### src/hdl/spg_pkg.sv
`timescale 1ns / 1ps
package spg_pkg;

  localparam int unsigned CHANNELS = 8;
  localparam int unsigned PIN_W = 8;
  localparam int unsigned CH_W = 3;
  localparam int unsigned US_W = 16;
  localparam int unsigned CFG_IDX_W = 2;

  localparam logic [US_W-1:0] FRAME_LEN_RESET = 16'd19000;
  localparam logic [US_W-1:0] PULSE_BASE_RESET = 16'd1000;
  localparam logic signed [US_W:0] MOTOR_CENTER = 17'sd530;

  typedef enum logic [1:0] {
    ACT_TICK      = 2'd0,
    ACT_SET_WIDTH = 2'd1,
    ACT_SET_SPEED = 2'd2
  } action_e;

  typedef enum logic [CFG_IDX_W-1:0] {
    CFG_FRAME_LEN  = 2'd0,
    CFG_PULSE_BASE = 2'd1
  } cfg_reg_e;

  typedef struct packed {
    logic [PIN_W-1:0] pins;
    logic             frame_start;
  } spg_result_t;

endpackage

### src/hdl/spg_pin_cmp.sv
`timescale 1ns / 1ps
module spg_pin_cmp
  import spg_pkg::*;
(
  input  logic [US_W-1:0]     frame_pos_i,
  input  logic [US_W-1:0]     pulse_base_i,
  input  logic [US_W-1:0]     width_i [CHANNELS],
  input  logic [CHANNELS-1:0] active_i,
  output logic [PIN_W-1:0]    pins_o
);

  always_comb begin
    pins_o = '0;
    for (int k = 0; k < int'(PIN_W); k++) begin
      if (k < int'(CHANNELS)) begin
        pins_o[k] = active_i[k] && (width_i[k] != '0) &&
                    ({1'b0, frame_pos_i} < ({1'b0, pulse_base_i} + {1'b0, width_i[k]}));
      end
    end
  end

endmodule

### src/hdl/spg_out_fifo.sv
`timescale 1ns / 1ps
module spg_out_fifo
  import spg_pkg::*;
(
  input  logic        clk_i,
  input  logic        rst_ni,
  input  logic        push_i,
  input  spg_result_t push_data_i,
  output logic        full_o,
  output logic        out_valid_o,
  input  logic        out_stall_i,
  output spg_result_t out_data_o
);

  spg_result_t mem_q [2];
  logic        wr_ptr_q, wr_ptr_d;
  logic        rd_ptr_q, rd_ptr_d;
  logic [1:0]  count_q, count_d;
  logic        pop;

  assign full_o      = (count_q == 2'd2);
  assign out_valid_o = (count_q != 2'd0);
  assign out_data_o  = mem_q[rd_ptr_q];
  assign pop         = out_valid_o && !out_stall_i;

  always_comb begin
    wr_ptr_d = push_i ? ~wr_ptr_q : wr_ptr_q;
    rd_ptr_d = pop ? ~rd_ptr_q : rd_ptr_q;
    count_d  = count_q + {1'b0, push_i} - {1'b0, pop};
  end

  always_ff @(posedge clk_i or negedge rst_ni) begin
    if (!rst_ni) begin
      wr_ptr_q <= 1'b0;
      rd_ptr_q <= 1'b0;
      count_q  <= 2'd0;
    end else begin
      wr_ptr_q <= wr_ptr_d;
      rd_ptr_q <= rd_ptr_d;
      count_q  <= count_d;
    end
  end

  always_ff @(posedge clk_i) begin
    if (push_i) begin
      mem_q[wr_ptr_q] <= push_data_i;
    end
  end

endmodule

### src/hdl/servo_pulse_generator_8ch.sv
`timescale 1ns / 1ps
// Eight-channel servo pulse generator. Each input transaction is a one-microsecond
// tick, a set-width command or a motor-speed command, and each one produces exactly
// one result transaction carrying the eight pin levels and a frame-start flag. One
// transaction is accepted every clock cycle while the output buffer is not full; its
// result goes into a two-entry output buffer, so the input keeps accepting while one
// result waits on a stalled output. The cycle time is set by the per-channel
// add-and-compare of the frame position against pulse base plus channel width.
// Configuration writes are always accepted and must be issued only while idle.
module servo_pulse_generator_8ch
  import spg_pkg::*;
(
  input  logic                 clk_i,
  input  logic                 rst_ni,
  input  logic                 in_valid_i,
  output logic                 in_stall_o,
  input  logic [1:0]           action_i,
  input  logic [CH_W-1:0]      channel_i,
  input  logic [US_W-1:0]      width_us_i,
  input  logic signed [US_W-1:0] speed_i,
  output logic                 out_valid_o,
  input  logic                 out_stall_i,
  output logic [PIN_W-1:0]     pins_o,
  output logic                 frame_start_o,
  input  logic                 cfg_valid_i,
  output logic                 cfg_ready_o,
  input  logic [CFG_IDX_W-1:0] cfg_index_i,
  input  logic [US_W-1:0]      cfg_data_i
);

  logic [US_W-1:0]     frame_len_q, frame_len_d;
  logic [US_W-1:0]     pulse_base_q, pulse_base_d;
  logic [US_W-1:0]     frame_pos_q, frame_pos_d;
  logic [US_W-1:0]     chan_width_q [CHANNELS];
  logic [US_W-1:0]     chan_width_d [CHANNELS];
  logic [CHANNELS-1:0] chan_active_q, chan_active_d;

  logic               accept;
  logic               do_set;
  logic [US_W-1:0]    set_value;
  logic signed [US_W:0] half_speed;
  logic signed [US_W:0] motor_width;
  logic [US_W:0]      pos_inc;
  logic [PIN_W-1:0]   pins_new;
  spg_result_t        result;
  spg_result_t        out_data;

  assign accept      = in_valid_i && !in_stall_o;
  assign cfg_ready_o = 1'b1;

  always_comb begin
    half_speed  = ($signed({speed_i[US_W-1], speed_i}) +
                   $signed({{US_W{1'b0}}, speed_i[US_W-1]})) >>> 1;
    motor_width = half_speed + MOTOR_CENTER;
  end

  always_comb begin
    do_set    = 1'b0;
    set_value = width_us_i;
    case (action_i)
      ACT_SET_WIDTH: begin
        do_set    = 1'b1;
        set_value = width_us_i;
      end
      ACT_SET_SPEED: begin
        do_set    = 1'b1;
        set_value = motor_width[US_W] ? '0 : motor_width[US_W-1:0];
      end
      default: begin
        do_set = 1'b0;
      end
    endcase
    if (int'(channel_i) >= int'(CHANNELS)) begin
      do_set = 1'b0;
    end
  end

  always_comb begin
    for (int k = 0; k < int'(CHANNELS); k++) begin
      chan_width_d[k] = chan_width_q[k];
    end
    chan_active_d = chan_active_q;
    if (accept && do_set) begin
      for (int k = 0; k < int'(CHANNELS); k++) begin
        if (int'(channel_i) == k) begin
          chan_width_d[k]  = set_value;
          chan_active_d[k] = 1'b1;
        end
      end
    end
  end

  always_comb begin
    pos_inc     = {1'b0, frame_pos_q} + {{US_W{1'b0}}, 1'b1};
    frame_pos_d = frame_pos_q;
    if (accept && (action_i == ACT_TICK)) begin
      if ((frame_len_q == '0) || (pos_inc >= {1'b0, frame_len_q})) begin
        frame_pos_d = '0;
      end else begin
        frame_pos_d = pos_inc[US_W-1:0];
      end
    end
  end

  always_comb begin
    frame_len_d  = frame_len_q;
    pulse_base_d = pulse_base_q;
    if (cfg_valid_i && cfg_ready_o) begin
      unique case (cfg_index_i)
        CFG_FRAME_LEN:  frame_len_d  = cfg_data_i;
        CFG_PULSE_BASE: pulse_base_d = cfg_data_i;
        default: ;
      endcase
    end
  end

  spg_pin_cmp u_pin_cmp (
    .frame_pos_i  (frame_pos_q),
    .pulse_base_i (pulse_base_q),
    .width_i      (chan_width_d),
    .active_i     (chan_active_d),
    .pins_o       (pins_new)
  );

  always_comb begin
    result.pins        = pins_new;
    result.frame_start = (action_i == ACT_TICK) && (frame_pos_q == '0);
  end

  always_ff @(posedge clk_i or negedge rst_ni) begin
    if (!rst_ni) begin
      frame_len_q   <= FRAME_LEN_RESET;
      pulse_base_q  <= PULSE_BASE_RESET;
      frame_pos_q   <= '0;
      chan_active_q <= '0;
      for (int k = 0; k < int'(CHANNELS); k++) begin
        chan_width_q[k] <= '0;
      end
    end else begin
      frame_len_q   <= frame_len_d;
      pulse_base_q  <= pulse_base_d;
      frame_pos_q   <= frame_pos_d;
      chan_active_q <= chan_active_d;
      for (int k = 0; k < int'(CHANNELS); k++) begin
        chan_width_q[k] <= chan_width_d[k];
      end
    end
  end

  spg_out_fifo u_out_fifo (
    .clk_i       (clk_i),
    .rst_ni      (rst_ni),
    .push_i      (accept),
    .push_data_i (result),
    .full_o      (in_stall_o),
    .out_valid_o (out_valid_o),
    .out_stall_i (out_stall_i),
    .out_data_o  (out_data)
  );

  assign pins_o        = out_data.pins;
  assign frame_start_o = out_data.frame_start;

endmodule

### config.mk
export PLATFORM = sky130hd
export DESIGN_NAME = servo_pulse_generator_8ch
export DESIGN_NICKNAME = d
export VERILOG_FILES = /design/src/hdl/spg_pkg.sv /design/src/hdl/spg_pin_cmp.sv /design/src/hdl/spg_out_fifo.sv /design/src/hdl/servo_pulse_generator_8ch.sv
export SDC_FILE = /design/constraint.sdc
export NUM_CORES = 1
export LEC_CHECK = 0
export ABC_AREA = 1
export BUFFER_PORTS_ARGS = -buffer_cell sky130_fd_sc_hd__buf_4
export CAP_MARGIN = 40
export CORE_ASPECT_RATIO = 1.4
export CORE_MARGIN = 2
export CORE_UTILIZATION = 40
export DETAILED_ROUTE_END_ITERATION = 8
export SLEW_MARGIN = 20
export SYNTH_ARGS = -nofsm -noshare
export SYNTH_HDL_FRONTEND = slang
export SYNTH_HIERARCHICAL = 1
export SYNTH_SLANG_ARGS = --single-unit
### constraint.sdc
create_clock -name clk_i -period 3.8 [get_ports clk_i]
set_clock_uncertainty 0.15 [all_clocks]
set_input_delay 0.57 -clock clk_i [delete_from_list [all_inputs] [get_ports clk_i]]
set_output_delay 0.57 -clock clk_i [all_outputs]
set_load 0.02 [all_outputs]
==> summary.txt <==
Drt
  – Count of TritonRoute iterations in the first routing pass: 5
  – Antenna Violating Nets Remaining: 0
  – Total wire length after detailed routing: ~85000 um
  – Detailed Route Iter0 Violations: roughly 1500
  – Via count: 23100
  – Avg Vias per Cell: around 5.3
  – Residual DRC count: 0
  – Final routed wire length divided by cell count: between 15 and 20 um

Power and ir drop
  – Relative contribution of sequential cells to total power: between 10% and 20%
  – Total power of the final layout: around 25000 uW
  – Total net switching power: between 10000 and 15000 uW
  – Worst ir drop on vdd: 363 uV
  – Sw frac: between 40% and 50%
  – Pleak: between 0.015 and 0.02 uW
  – Combinational Power Share: approximately 77%
  – Pwr/cell area: between 800 and 900 nW/um^2
  – Part of the power in the clock network: 9.2%
  – Internal: around 14000 uW

Clock tree
  – CTS Buf Count: 25
  – Root buffer selected by CTS: sky130_fd_sc_hd__clkbuf_16
  – Number of sinks handled by clock tree synthesis: ~200
  – Number of H-tree levels: 1
  – Clock Latency Late Sink: roughly 560 ps
  – Clock transition at the registers of the reported paths: 60 ps
  – Maximum buffer depth of the clock tree: 3
  – Clock tree from TritonCTS: done

Global routing
  – Total routing usage reported by global routing: 31.4%
  – Residual overflow from global routing: 0
  – Largest net degree at the start of global routing: between 80 and 90
  – Number of antenna violations at the first check in global routing: 0
  – First-pass GRT wire length: between 100000 and 150000 um
  – Via count of the first global-routing pass: 23300

Synthesis
  – Syn avg cell area: 6.90 um^2
  – Number of nets produced by synthesis: about 3300
  – Register bit count reported by yosys: around 210
  – EDFF count, synth: 18
  – Library cells used by synthesis: 43
  – Largest area contributor in the netlist: sky130_fd_sc_hd__dfrtp_1
  – Netlist area before placement: between 20000 and 25000 um^2
  – Post-Syn Instances: around 3000
  – Async set or reset register ratio after synthesis: 91.3%
  – Number of warnings issued by yosys: 6
  – Biggest area contributors in the synthesized netlist: sky130_fd_sc_hd__dfrtp_1 21%, sky130_fd_sc_hd__ha_1 17%, sky130_fd_sc_hd__nand2_1 14%
  – Proportion of synthesized chip area in sequential cells: 25.6%
  – Proportion of netlist area held by the largest area contributor: 21.5%
  – Dominant synthesized flop cell: sky130_fd_sc_hd__dfrtp_1

Outcome
  – Violated checks: negative setup slack
  – Run status: finished, violations left

STA
  – Achievable Freq: between 0.2 and 0.25 GHz
  – Fraction of the cycle the final worst path needs: 117%
  – Post-route setup slack: -648 ps
  – Transition time at the pin with the least slew margin: approximately 850 ps
  – Final Hold Fails: 0
  – Final setup viols: 16
  – Relative max-transition margin: between 40% and 50%
  – Final number of max-transition violations: 0
  – Worst hold slack after final layout: 108 ps
  – Period minus WS final: 4450 ps
  – Final setup TNS: -9370 ps
  – RSZ-0062 raised after global routing: true

Critical path
  – Slowest cell on the critical path: sky130_fd_sc_hd__ha_4
  – Sort of element at the end of the critical path: flip-flop
  – End of the critical path: u_out_fifo/mem_q[0][4]
  – Beginning of the critical path: speed_i[0]
  – Register-to-register setup slack: -490 ps
  – Setup CP Type: in -> reg
  – Arrival time of data at the critical path endpoint: between 4000 and 5000 ps
  – Endpoint of the lowest-slack register-to-register path: u_out_fifo/mem_q[0][4]
  – Data required time of the critical path: just under 4000 ps
  – Worst Reg-to-Reg Cells: 29
  – CP max stage delay: roughly 260 ps
  – Critical Path Fanout Max: 7
  – Nature of the critical path startpoint: input port
  – Startpoint of the most critical register-to-register path: u_out_fifo/count_q[1]

Floorplan
  – Floorplan core area: 50900 um^2
  – Die outline area: roughly 53000 um^2
  – Row count: 98
  – X dimension of the die: ~200 um
  – Initial standard-cell utilization of the core: between 40% and 50%
  – Vert. Die Dim: between 200 and 300 um
  – Num ports: 72

Layout
  – Share of cells above drive strength 1: 40.3%
  – Core occupancy in the finished layout: between 60% and 70%
  – Area growth, synth to finish: 51.6%
  – Final layout net count: a little over 4000
  – Final standard cell count with taps included and fillers excluded: 4381

Job
  – Max-cap violation count: 0

Place
  – Number of instances in the placed design: roughly 4200
  – Detailed Place HPWL: roughly 65000 um
  – Final GP Congestion: a little under 1
  – Port Buf Inserts: 70

Worst hold path
  – Critical hold path startpoint: cfg_data_i[14]
  – Class of the tightest hold or removal check: in -> reg
-- state kept, by name, summed over array words and instances (netlist names) --
signal,flops
chan_active_q,8
u_out_fifo/mem_q,18
u_out_fifo/rd_ptr_q,1
chan_width_q,128
u_out_fifo/wr_ptr_q,1
frame_len_q,16
pulse_base_q,16
frame_pos_q,16
u_out_fifo/count_q,2
-- through the flow --
| step | cell area, um^2 | worst slack (ps) |
|---|---|---|
| final | 31100 | -648 |
| after detailed placement | 26900 | -1360 |
| after global placement | 26900 | -1320 |
| after CTS | 29400 | -517 |
| after global routing | 31100 | -867 |
| after floorplan | 21100 | -410 |
-- cell usage after synthesis (all sizes together) (2+ instances only) --
master  number
o21a        15
nor2       256
o21ai      191
nand3      263
nor4        14
nor3        23
nand4       52
ha         272
or2         47
clkbuf      37
buf          5
a21oi      199
a21o         4
dfstp       12
xnor2       75
inv        419
fa           8
xor2        25
o211ai       2
nand2      813
edfxtp      18
o21bai      15
nand3b      28
dfrtp      176
-- placed cells by master (no fill, tap or decap), types with 12 or more instances in the layout --
cell                        instances
sky130_fd_sc_hd__buf_4            685
sky130_fd_sc_hd__nand2_1          644
sky130_fd_sc_hd__inv_1            342
sky130_fd_sc_hd__nor2_1           195
sky130_fd_sc_hd__ha_1             177
sky130_fd_sc_hd__dfrtp_1          176
sky130_fd_sc_hd__nand3_1          172
sky130_fd_sc_hd__nand2_2          133
sky130_fd_sc_hd__a21oi_1          113
sky130_fd_sc_hd__o21ai_0           94
sky130_fd_sc_hd__ha_4              87
sky130_fd_sc_hd__o21ai_1           76
sky130_fd_sc_hd__inv_2             74
sky130_fd_sc_hd__nand3_2           73
sky130_fd_sc_hd__a21oi_2           66
sky130_fd_sc_hd__xnor2_1           61
sky130_fd_sc_hd__nand4_1           51
sky130_fd_sc_hd__nor2_2            47
sky130_fd_sc_hd__or2_2             45
sky130_fd_sc_hd__nand2_4           33
sky130_fd_sc_hd__buf_12            31
sky130_fd_sc_hd__nand3b_1          28
sky130_fd_sc_hd__buf_6             27
sky130_fd_sc_hd__clkbuf_16         25
sky130_fd_sc_hd__xor2_1            21
sky130_fd_sc_hd__o21ai_2           21
sky130_fd_sc_hd__a21oi_4           20
sky130_fd_sc_hd__nand3_4           18
sky130_fd_sc_hd__edfxtp_1          18
sky130_fd_sc_hd__o21a_1            15
sky130_fd_sc_hd__nor2_4            14
sky130_fd_sc_hd__xnor2_2           14
sky130_fd_sc_hd__nor3_2            14
sky130_fd_sc_hd__o21bai_1          13
sky130_fd_sc_hd__dfstp_2           12
-- worst min path at each step --
stage	slack, ps	end	cells after the start
3_5_place_dp	280	chan_active_q[1]	1
5_1_grt	100	frame_len_q[14]	3
6_report	110	frame_len_q[14]	3
3_3_place_gp	280	chan_active_q[1]	1
2_1_floorplan	120	chan_active_q[0]	0
4_1_cts	90	frame_len_q[14]	3
-- cell type report --
type | count | area [um^2]
Antenna cell | 1 | 2.50
Clock buffer | 29 | 661
Clock inverter | 17 | 118
Fill cell | 4482 | 19800
Inverter | 419 | 1580
Multi-Input combinational cell | 2305 | 16400
Sequential cell | 206 | 5260
Tap cell | 650 | 813
Timing Repair Buffer | 754 | 6230
-- metal layers --
layer  part of all wire, %  GRT usage, %  vias to the layer above  wire [um]
met3                   4.9          3.13                      246       4210
met5                     0             0                        -          0
met1                    40          37.7                    10900      34200
met2                    47          54.0                      674      40400
met4                   7.6          19.8                        0       6450
li1                      -             -                    11200          -
-- power by group through the flow --
| stage | sequential [uW] | combinational [uW] | clock, uW |
|---|---|---|---|
| 2_1_floorplan | 3480 | 9280 | 0 |
| 3_3_place_gp | 3510 | 15300 | 0 |
| 3_5_place_dp | 3550 | 15600 | 0 |
| 4_1_cts | 3520 | 17300 | 2340 |
| 5_1_grt | 3620 | 21200 | 2420 |
| 6_report | 3550 | 19400 | 2320 |
-- kinds of logic after synthesis --
group / Yosys count / synth area share [%]
fa+ha+maj: 280 / 17.4
flops: 206 / 25.6
compound gates: 427 / 11.3
buf+inv: 461 / 8.58
simple gates: 1497 / 32.9
other cells: 1 / 0.0183
xor+xnor: 100 / 4.27
-- timing repair --
item,CTS,global route
endpoints found under the hold margin,42,0
resized for setup,282,323
hold buffers,1,0
pin swaps,151,163
buffers inserted,62,56
setup endpoints to repair,16,32
-- worst max-delay path: cells and delay by family --
| kind | cells | cell delay [ps] |
|---|---|---|
| adder cells (fa/ha/maj) | 3 | 640 |
| AND/OR/NAND/NOR | 20 | 2010 |
| AO/OA/AOI/OAI | 3 | 350 |
| buffers and inverters | 9 | 1000 |
(Power assumes the default switching activity.)
